### src/design/crc8_frame_receiver_macros.svh
// Assertion macros for the CRC-8 frame receiver.
`ifndef CRC8_FRAME_RECEIVER_MACROS_SVH
`define CRC8_FRAME_RECEIVER_MACROS_SVH

// Condition implies consequence in the same cycle.
`define CRC8FR_ASSERT_NOW(label, clk, rst_n, ante, cons) \
  label: assert property (@(posedge clk) disable iff (!rst_n) (ante) |-> (cons)) \
    else $error("crc8fr assertion failed");

// Condition implies consequence in the next cycle.
`define CRC8FR_ASSERT_NEXT(label, clk, rst_n, ante, cons) \
  label: assert property (@(posedge clk) disable iff (!rst_n) (ante) |=> (cons)) \
    else $error("crc8fr assertion failed");

`endif

### src/design/crc8fr_pkg.sv
// Types, constants and the CRC-8 byte update for the frame receiver.
package crc8fr_pkg;

  localparam int unsigned ByteW = 8;
  localparam int unsigned CfgIdxW = 2;

  localparam logic [ByteW-1:0] CrcPoly = 8'h07;
  localparam logic [ByteW-1:0] CrcMsb = 8'h80;

  localparam logic [CfgIdxW-1:0] CFG_SYNC_VALUE = 2'd0;
  localparam logic [CfgIdxW-1:0] CFG_STATUS_COMMAND = 2'd1;
  localparam logic [CfgIdxW-1:0] CFG_PARAM_COMMAND = 2'd2;

  localparam logic [ByteW-1:0] SYNC_RST = 8'hAA;
  localparam logic [ByteW-1:0] STATUS_CMD_RST = 8'hF0;
  localparam logic [ByteW-1:0] PARAM_CMD_RST = 8'h10;

  typedef struct packed {
    logic [ByteW-1:0] sync_value;
    logic [ByteW-1:0] status_command;
    logic [ByteW-1:0] param_command;
  } cfg_t;

  typedef struct packed {
    logic             payload_valid;
    logic [ByteW-1:0] payload_byte;
    logic [ByteW-1:0] payload_offset;
    logic             frame_done;
    logic             crc_good;
    logic [ByteW-1:0] frame_command;
    logic [ByteW-1:0] frame_length;
    logic             deliver;
  } result_t;

  function automatic logic [ByteW-1:0] crc_update(input logic [ByteW-1:0] crc,
                                                  input logic [ByteW-1:0] data);
    logic [ByteW-1:0] c;
    c = crc ^ data;
    for (int k = 0; k < ByteW; k++) begin
      if ((c & CrcMsb) != '0) begin
        c = (c << 1) ^ CrcPoly;
      end else begin
        c = c << 1;
      end
    end
    return c;
  endfunction

endpackage

### src/design/crc8fr_in_if.sv
// Input byte channel.
interface crc8fr_in_if;
  logic                           valid;
  logic                           ready;
  logic [crc8fr_pkg::ByteW-1:0]   rx_byte;

  modport source (output valid, output rx_byte, input ready);
  modport sink (input valid, input rx_byte, output ready);
endinterface

### src/design/crc8fr_out_if.sv
// Result channel.
interface crc8fr_out_if;
  logic                           valid;
  logic                           ready;
  logic                           payload_valid;
  logic [crc8fr_pkg::ByteW-1:0]   payload_byte;
  logic [crc8fr_pkg::ByteW-1:0]   payload_offset;
  logic                           frame_done;
  logic                           crc_good;
  logic [crc8fr_pkg::ByteW-1:0]   frame_command;
  logic [crc8fr_pkg::ByteW-1:0]   frame_length;
  logic                           deliver;

  modport source (output valid, output payload_valid, output payload_byte,
                  output payload_offset, output frame_done, output crc_good,
                  output frame_command, output frame_length, output deliver,
                  input ready);
  modport sink (input valid, input payload_valid, input payload_byte,
                input payload_offset, input frame_done, input crc_good,
                input frame_command, input frame_length, input deliver,
                output ready);
endinterface

### src/design/crc8fr_cfg_if.sv
// Configuration write channel.
interface crc8fr_cfg_if;
  logic                             valid;
  logic                             ready;
  logic [crc8fr_pkg::CfgIdxW-1:0]   index;
  logic [crc8fr_pkg::ByteW-1:0]     data;

  modport source (output valid, output index, output data, input ready);
  modport sink (input valid, input index, input data, output ready);
endinterface

### src/design/crc8fr_parser.sv
// Frame parse state and running CRC; one byte per step.
module crc8fr_parser (
  input  logic                          clk,
  input  logic                          rst_n,
  input  logic                          step,
  input  logic [crc8fr_pkg::ByteW-1:0]  rx_byte,
  input  crc8fr_pkg::cfg_t              cfg,
  output crc8fr_pkg::result_t           result
);

  localparam logic [2:0] PH_WAIT = 3'd0;
  localparam logic [2:0] PH_CMD  = 3'd1;
  localparam logic [2:0] PH_LEN  = 3'd2;
  localparam logic [2:0] PH_DATA = 3'd3;
  localparam logic [2:0] PH_CRC  = 3'd4;

  logic [2:0]                   phase_r, phase_nxt;
  logic [crc8fr_pkg::ByteW-1:0] cmd_r, cmd_nxt;
  logic [crc8fr_pkg::ByteW-1:0] len_r, len_nxt;
  logic [crc8fr_pkg::ByteW-1:0] cnt_r, cnt_nxt;
  logic [crc8fr_pkg::ByteW-1:0] crc_r, crc_nxt;
  logic [crc8fr_pkg::ByteW:0]   cnt_inc;
  logic [crc8fr_pkg::ByteW-1:0] crc_step;
  logic                         good;
  logic                         accepted;

  assign cnt_inc  = {1'b0, cnt_r} + 1'b1;
  assign crc_step = crc8fr_pkg::crc_update(crc_r, rx_byte);
  assign good     = (rx_byte == crc_r);
  assign accepted = (cmd_r == cfg.status_command) || (cmd_r == cfg.param_command);

  always_comb begin
    phase_nxt = phase_r;
    cmd_nxt   = cmd_r;
    len_nxt   = len_r;
    cnt_nxt   = cnt_r;
    crc_nxt   = crc_r;
    result    = '0;
    unique case (phase_r)
      PH_WAIT: begin
        if (rx_byte == cfg.sync_value) begin
          phase_nxt = PH_CMD;
        end
      end
      PH_CMD: begin
        cmd_nxt   = rx_byte;
        crc_nxt   = crc8fr_pkg::crc_update('0, rx_byte);
        phase_nxt = PH_LEN;
      end
      PH_LEN: begin
        len_nxt   = rx_byte;
        cnt_nxt   = '0;
        crc_nxt   = crc_step;
        phase_nxt = (rx_byte == '0) ? PH_CRC : PH_DATA;
      end
      PH_DATA: begin
        result.payload_valid  = 1'b1;
        result.payload_byte   = rx_byte;
        result.payload_offset = cnt_r;
        crc_nxt               = crc_step;
        if (cnt_inc >= {1'b0, len_r}) begin
          phase_nxt = PH_CRC;
        end
        cnt_nxt = cnt_inc[crc8fr_pkg::ByteW-1:0];
      end
      PH_CRC: begin
        result.frame_done    = 1'b1;
        result.crc_good      = good;
        result.frame_command = cmd_r;
        result.frame_length  = len_r;
        result.deliver       = good && accepted;
        phase_nxt = (rx_byte == cfg.sync_value) ? PH_CMD : PH_WAIT;
      end
      default: begin
        phase_nxt = PH_WAIT;
      end
    endcase
  end

  always_ff @(posedge clk) begin
    if (!rst_n) begin
      phase_r <= PH_WAIT;
      cmd_r   <= '0;
      len_r   <= '0;
      cnt_r   <= '0;
      crc_r   <= '0;
    end else if (step) begin
      phase_r <= phase_nxt;
      cmd_r   <= cmd_nxt;
      len_r   <= len_nxt;
      cnt_r   <= cnt_nxt;
      crc_r   <= crc_nxt;
    end
  end

endmodule

### src/design/crc8_frame_receiver.sv
// CRC-8 length-prefixed frame receiver, top level.
//
//  channel  dir  handshake     beat contents
//  in_ch    in   valid/ready   rx_byte
//  out_ch   out  valid/ready   payload and end-of-frame report, one per input beat
//  cfg_ch   in   valid/ready   register index, write data
//
// Each input beat yields one result beat in the next cycle, through the output register.
// One beat per cycle sustained while out_ch.ready stays high; the parse step and CRC byte update are combinational.
// in_ch.ready drops only while a result waits and out_ch.ready is low.
// rst_n is synchronous: parse state to waiting for sync, registers to defaults.
// cfg_ch is always ready.
`include "crc8_frame_receiver_macros.svh"

module crc8_frame_receiver (
  input  logic          clk,
  input  logic          rst_n,
  crc8fr_in_if.sink     in_ch,
  crc8fr_out_if.source  out_ch,
  crc8fr_cfg_if.sink    cfg_ch
);

  crc8fr_pkg::cfg_t    cfg_r;
  crc8fr_pkg::result_t result;
  crc8fr_pkg::result_t res_r;
  logic                out_valid_r;
  logic                in_acc;

  assign in_ch.ready  = !out_valid_r || out_ch.ready;
  assign in_acc       = in_ch.valid && in_ch.ready;
  assign cfg_ch.ready = 1'b1;

  always_ff @(posedge clk) begin
    if (!rst_n) begin
      cfg_r.sync_value     <= crc8fr_pkg::SYNC_RST;
      cfg_r.status_command <= crc8fr_pkg::STATUS_CMD_RST;
      cfg_r.param_command  <= crc8fr_pkg::PARAM_CMD_RST;
    end else if (cfg_ch.valid) begin
      unique case (cfg_ch.index)
        crc8fr_pkg::CFG_SYNC_VALUE:     cfg_r.sync_value     <= cfg_ch.data;
        crc8fr_pkg::CFG_STATUS_COMMAND: cfg_r.status_command <= cfg_ch.data;
        crc8fr_pkg::CFG_PARAM_COMMAND:  cfg_r.param_command  <= cfg_ch.data;
        default: ;
      endcase
    end
  end

  crc8fr_parser u_parser (
    .clk     (clk),
    .rst_n   (rst_n),
    .step    (in_acc),
    .rx_byte (in_ch.rx_byte),
    .cfg     (cfg_r),
    .result  (result)
  );

  always_ff @(posedge clk) begin
    if (!rst_n) begin
      out_valid_r <= 1'b0;
    end else if (in_acc) begin
      out_valid_r <= 1'b1;
    end else if (out_ch.ready) begin
      out_valid_r <= 1'b0;
    end
  end

  always_ff @(posedge clk) begin
    if (in_acc) begin
      res_r <= result;
    end
  end

  assign out_ch.valid          = out_valid_r;
  assign out_ch.payload_valid  = res_r.payload_valid;
  assign out_ch.payload_byte   = res_r.payload_byte;
  assign out_ch.payload_offset = res_r.payload_offset;
  assign out_ch.frame_done     = res_r.frame_done;
  assign out_ch.crc_good       = res_r.crc_good;
  assign out_ch.frame_command  = res_r.frame_command;
  assign out_ch.frame_length   = res_r.frame_length;
  assign out_ch.deliver        = res_r.deliver;

  `CRC8FR_ASSERT_NEXT(a_accept_gives_result, clk, rst_n, in_acc, out_ch.valid)
  `CRC8FR_ASSERT_NOW(a_deliver_needs_good_end, clk, rst_n, out_ch.valid && out_ch.deliver, out_ch.frame_done && out_ch.crc_good)
  `CRC8FR_ASSERT_NOW(a_deliver_cmd_ok, clk, rst_n, out_ch.valid && out_ch.deliver, (out_ch.frame_command == cfg_r.status_command) || (out_ch.frame_command == cfg_r.param_command))

endmodule
### src/flat_wrapper.sv
// flat-port wrapper written by rule: the top's interface ports become plain ports
module crc8_frame_receiver_flat 
  (clk, rst_n, in_ch_valid, in_ch_rx_byte, in_ch_ready, out_ch_valid, out_ch_payload_valid, out_ch_payload_byte, out_ch_payload_offset, out_ch_frame_done, out_ch_crc_good, out_ch_frame_command, out_ch_frame_length, out_ch_deliver, out_ch_ready, cfg_ch_valid, cfg_ch_index, cfg_ch_data, cfg_ch_ready);
  crc8fr_in_if in_ch_i ();
  crc8fr_out_if out_ch_i ();
  crc8fr_cfg_if cfg_ch_i ();
  input  logic clk;
  input  logic rst_n;
  input wire logic [$bits(in_ch_i.valid)-1:0] in_ch_valid;
  input wire logic [$bits(in_ch_i.rx_byte)-1:0] in_ch_rx_byte;
  output wire logic [$bits(in_ch_i.ready)-1:0] in_ch_ready;
  output wire logic [$bits(out_ch_i.valid)-1:0] out_ch_valid;
  output wire logic [$bits(out_ch_i.payload_valid)-1:0] out_ch_payload_valid;
  output wire logic [$bits(out_ch_i.payload_byte)-1:0] out_ch_payload_byte;
  output wire logic [$bits(out_ch_i.payload_offset)-1:0] out_ch_payload_offset;
  output wire logic [$bits(out_ch_i.frame_done)-1:0] out_ch_frame_done;
  output wire logic [$bits(out_ch_i.crc_good)-1:0] out_ch_crc_good;
  output wire logic [$bits(out_ch_i.frame_command)-1:0] out_ch_frame_command;
  output wire logic [$bits(out_ch_i.frame_length)-1:0] out_ch_frame_length;
  output wire logic [$bits(out_ch_i.deliver)-1:0] out_ch_deliver;
  input wire logic [$bits(out_ch_i.ready)-1:0] out_ch_ready;
  input wire logic [$bits(cfg_ch_i.valid)-1:0] cfg_ch_valid;
  input wire logic [$bits(cfg_ch_i.index)-1:0] cfg_ch_index;
  input wire logic [$bits(cfg_ch_i.data)-1:0] cfg_ch_data;
  output wire logic [$bits(cfg_ch_i.ready)-1:0] cfg_ch_ready;
  assign in_ch_i.valid = in_ch_valid;
  assign in_ch_i.rx_byte = in_ch_rx_byte;
  assign in_ch_ready = in_ch_i.ready;
  assign out_ch_valid = out_ch_i.valid;
  assign out_ch_payload_valid = out_ch_i.payload_valid;
  assign out_ch_payload_byte = out_ch_i.payload_byte;
  assign out_ch_payload_offset = out_ch_i.payload_offset;
  assign out_ch_frame_done = out_ch_i.frame_done;
  assign out_ch_crc_good = out_ch_i.crc_good;
  assign out_ch_frame_command = out_ch_i.frame_command;
  assign out_ch_frame_length = out_ch_i.frame_length;
  assign out_ch_deliver = out_ch_i.deliver;
  assign out_ch_i.ready = out_ch_ready;
  assign cfg_ch_i.valid = cfg_ch_valid;
  assign cfg_ch_i.index = cfg_ch_index;
  assign cfg_ch_i.data = cfg_ch_data;
  assign cfg_ch_ready = cfg_ch_i.ready;
  crc8_frame_receiver u_core (.clk(clk), .rst_n(rst_n), .in_ch(in_ch_i), .out_ch(out_ch_i), .cfg_ch(cfg_ch_i));
endmodule
### config.mk
export PLATFORM = sky130hd
export DESIGN_NAME = crc8_frame_receiver_flat
export DESIGN_NICKNAME = d
export VERILOG_FILES = /design/src/design/crc8fr_pkg.sv /design/src/design/crc8fr_in_if.sv /design/src/design/crc8fr_out_if.sv /design/src/design/crc8fr_cfg_if.sv /design/src/design/crc8fr_parser.sv /design/src/design/crc8_frame_receiver.sv /design/src/flat_wrapper.sv
export VERILOG_INCLUDE_DIRS = /design/src /design/src/design
export SDC_FILE = /design/constraint.sdc
export NUM_CORES = 1
export LEC_CHECK = 0
export ABC_CLOCK_PERIOD_IN_PS = 2410
export BUFFER_PORTS_ARGS = -buffer_cell sky130_fd_sc_hd__buf_2
export CORE_AREA = 2 2 98 100
export DETAILED_ROUTE_END_ITERATION = 6
export DIE_AREA = 0 0 100 102
export PLACE_DENSITY = 0.72
export SLEW_MARGIN = 20
export SYNTH_ARGS = -nofsm -noshare
export SYNTH_HDL_FRONTEND = slang
export SYNTH_SLANG_ARGS = --single-unit
### constraint.sdc
create_clock -name clk -period 2.41 [get_ports clk]
set_input_delay 0.241 -clock clk [delete_from_list [all_inputs] [get_ports clk]]
set_output_delay 0.241 -clock clk [all_outputs]
set_load 0.02 [all_outputs]
==> key figures <==
Timing
  – RSZ-0062 raised after global routing: true
  – Slew Limit Headroom: 0.535
  – Final Cycle Share: 0.999
  – Final count of hold timing violations: 0
  – Max Slew Vio Count: 0
  – Worst-Margin Slew: 690 ps
  – Final Skew: 11.4 ps
  – Final Setup Violations: 0
  – Max Freq: 415 MHz
  – Tmin final: 2410 ps

Worst setup path
  – WP data arrival: 2700 ps
  – Worst R2R End: u_core.u_parser.phase_r[2]
  – R2r worst-path depth: 11
  – Crit end category: flop
  – CP Launch Type: flop
  – Crit path max fanout: 3
  – Setup Crit Path Kind: reg2reg
  – Reg2reg setup slack: 1 ps
  – RR Startpoint: u_core.u_parser.cnt_r[1]
  – Worst EP required: 2700 ps

Detailed routing
  – Via count: 3561
  – Wire per inst: 15.8 um
  – Final WL: 10.3 mm
  – DR iter-0 viols: 174
  – DRC: 0
  – Pre-antenna DRT Iters: 4
  – Routed Antenna Nets: 0
  – DR vias/cell: 5.44

Power
  – Lkg Pwr: 2.24 nW
  – NetSw: 0.000814 W
  – Power Density: 567 nW/um^2
  – Int Power: 0.00222 W
  – Maximum VDD drop: 0.328 mV
  – Net Sw Frac: 0.268
  – Sequential power share: 0.573
  – Clk pwr share: 0.324
  – Comb power frac: 0.103

Synth
  – Cell taking the most area after synthesis: dfxtp_1
  – Avg Cell Area, Syn: 9.75 sq um
  – Post-Synthesis Cells: 479
  – Synth Net Count: 517
  – #FFs+latches synth: 96
  – Sequential fraction of the synthesis area: 0.489
  – Ys Warns: 0
  – Post-Synthesis Cell Area: 4670 sq um
  – Yosys top cell area share: 0.257
  – Post-synthesis cell type count: 44
  – Synth area leaders: dfxtp_1 26%, edfxtp_1 23%, xnor2_1 7.7%, mux2i_1 5.6%, nor2_1 4.2%

Layout
  – Fin nets: 577
  – Sequential Area: 2290 sq um
  – Post-Layout Cell Count: 655
  – Highest-count cells in the layout ignoring fill and taps: 60 x buf_2, 57 x dfxtp_1, 52 x nor2_1, 41 x xnor2_1, 37 x a21oi_1
  – Fin area: 5350 sq um
  – Commonest non-fill, non-tap cell in the layout: buf_2
  – ANT cells: 0
  – Fin util: 0.587
  – Ratio of cells with drive above 1 in the final layout: 0.195
  – Syn-to-layout area delta: 14.5%
  – Multi-input gate area: 2230 sq um
  – FILL cells: 805

Floorplan
  – Number of core rows: 35
  – Die Ht: 102 um
  – IO Pins: 62
  – Die W: 100 um
  – Area of the core: 9110 sq um
  – Starting density of the core: 0.513
  – Total Die Area: 10200 sq um

Clock tree
  – Clk pin slew, worst setup/hold paths: 100 ps
  – Total CTS buffers: 9
  – Root buf cell: clkbuf_8
  – Clk Latency, worst-skew pair: 360 ps
  – Max Root-Sink Buffers: 2
  – Htree depth: 3
  – CTS tree: built
  – Clock Sink Count: 96

Run status
  – Status: completed

Hold path
  – Hold path endpoint: u_core.out_ch.valid
  – HP Class: in2reg
  – Min-Delay Path Depth: 3
  – Worst Hold Launch: in_ch_valid

GRT
  – GRT Resource Usage Total: 0.211
  – Initial antenna violation count: 0
  – Largest net degree at the start of global routing: 32
  – Vias in the first global route: 3412
  – First-pass GRT wire length: 16.7 mm
  – Grt ovf: 0

Placed design
  – IO buf count: 60
  – Dpl hpwl: 7.58 mm
  – Post-Place Cells: 639
  – Total placed instance area: 5140 sq um
  – Routability cong.: 0.868

Flow run
  – Max_cap viols: 0
## kinds of logic (layout without fill, tap and decap cells)
logic type / count (synthesis) / in the layout / share of synthesized area
fa+ha+maj: 15 / 15 / 0.0402
xor+xnor: 62 / 62 / 0.118
mux: 26 / 26 / 0.0557
compound gates: 85 / 85 / 0.101
other cells: 1 / 1 / 0.000803
simple gates: 149 / 149 / 0.158
flops: 96 / 96 / 0.489
buf+inv: 45 / 110 / 0.0383
## flip-flops by register name (all words and copies together), names as in the netlist
register,count
u_core.out_ch.payload_byte,8
u_core.cfg_r,24
u_core.u_parser.cmd_r,8
u_core.out_ch.frame_length,8
u_core.out_ch.payload_valid,1
u_core.out_ch.frame_command,8
u_core.out_ch.deliver,1
u_core.u_parser.crc_r,8
u_core.out_ch.crc_good,1
u_core.out_ch.payload_offset,8
u_core.out_ch.valid,1
u_core.u_parser.cnt_r,8
u_core.u_parser.len_r,8
u_core.out_ch.frame_done,1
u_core.u_parser.phase_r,3
## cells in the mapped netlist, drive strengths merged
master	n
nand2	32
a211oi	1
conb	1
o22ai	2
nor2b	2
a311oi	2
xnor2	41
buf	7
a21oi	38
mux2i	26
ha	15
and2	13
nand3	5
nor4	3
o31ai	1
a22oi	2
a31oi	2
or4b	1
a31o	1
a21o	1
nand2b	3
a41oi	1
dfxtp	60
nand3b	4
or3	1
nor3	5
a311o	1
clkbuf	21
inv	17
o21bai	1
nor3b	5
nand4	5
edfxtp	36
nor2	52
xor2	21
o21ai	32
and3	18
## final cells by class
type	count	share of cell area
clock buffer	9	0.0232
tap	111	0.0260
clock inverter	7	0.0112
inverter	17	0.0126
timing repair buffer	77	0.0823
multi-input combinational	338	0.417
sequential	96	0.427
## power groups by stage
stage | sequential (W) | combinational, W | clock [W]
6_report | 0.00174 | 0.000313 | 0.000983
4_1_cts | 0.00174 | 0.000314 | 0.00100
5_1_grt | 0.00174 | 0.000341 | 0.00107
2_1_floorplan | 0.00181 | 0.000181 | 0
3_3_place_gp | 0.00178 | 0.000306 | 0
3_5_place_dp | 0.00178 | 0.000312 | 0
## metal layers
| metal | vias up | part of all wire | track usage |
|---|---|---|---|
| met4 | 0 | 0.0066 | 0.0464 |
| met5 | - | 0 | 0 |
| met2 | 78 | 0.51 | 0.369 |
| met1 | 1712 | 0.45 | 0.274 |
| li1 | 1763 | - | - |
| met3 | 8 | 0.041 | 0.0383 |
## through the flow
stage               hold slack (ps)  setup TNS [ps]  setup WS (ps)  total power [W]
floorplan                       366               0           14.7          0.00199
global placement                456               0           6.69          0.00208
detailed placement              474           -29.8          -29.8          0.00209
CTS                             107               0           9.07          0.00305
global route                    118            -187          -92.7          0.00315
finish                          125               0           1.31          0.00303
## critical path, cell delays in order, from the launching register on
cell and delay (ps):
dfxtp_2 350, ha_4 150, and3_4 170, and3_4 180, xor2_1 140, ha_1 320
nand2_1 70, o21ai_1 130, o21bai_4 140, a21oi_2 70, or4b_1 500, a21oi_1 130
## worst max path at each step
stage / startpoint / to / slack, ps / cells past startpoint
after detailed placement: u_core.u_parser.cnt_r[0] / u_core.u_parser.phase_r[2] / -30 / 11
after floorplan: u_core.u_parser.cnt_r[0] / u_core.u_parser.phase_r[2] / 10 / 11
after global routing: u_core.u_parser.cnt_r[1] / u_core.u_parser.phase_r[2] / -90 / 11
after global placement: u_core.u_parser.cnt_r[0] / u_core.u_parser.phase_r[2] / 7 / 11
after CTS: u_core.u_parser.cnt_r[1] / u_core.u_parser.phase_r[2] / 9 / 11
final: u_core.u_parser.cnt_r[1] / u_core.u_parser.phase_r[2] / 1 / 11
## repair_timing
action                     in CTS  in global routing
hold buffers                    0                  0
cloned                          0                  0
setup buffers                   0                  0
setup endpoints to repair       1                  3
pin swaps                       5                  2
resized for setup               4                  1
(Power assumes the default switching activity.)
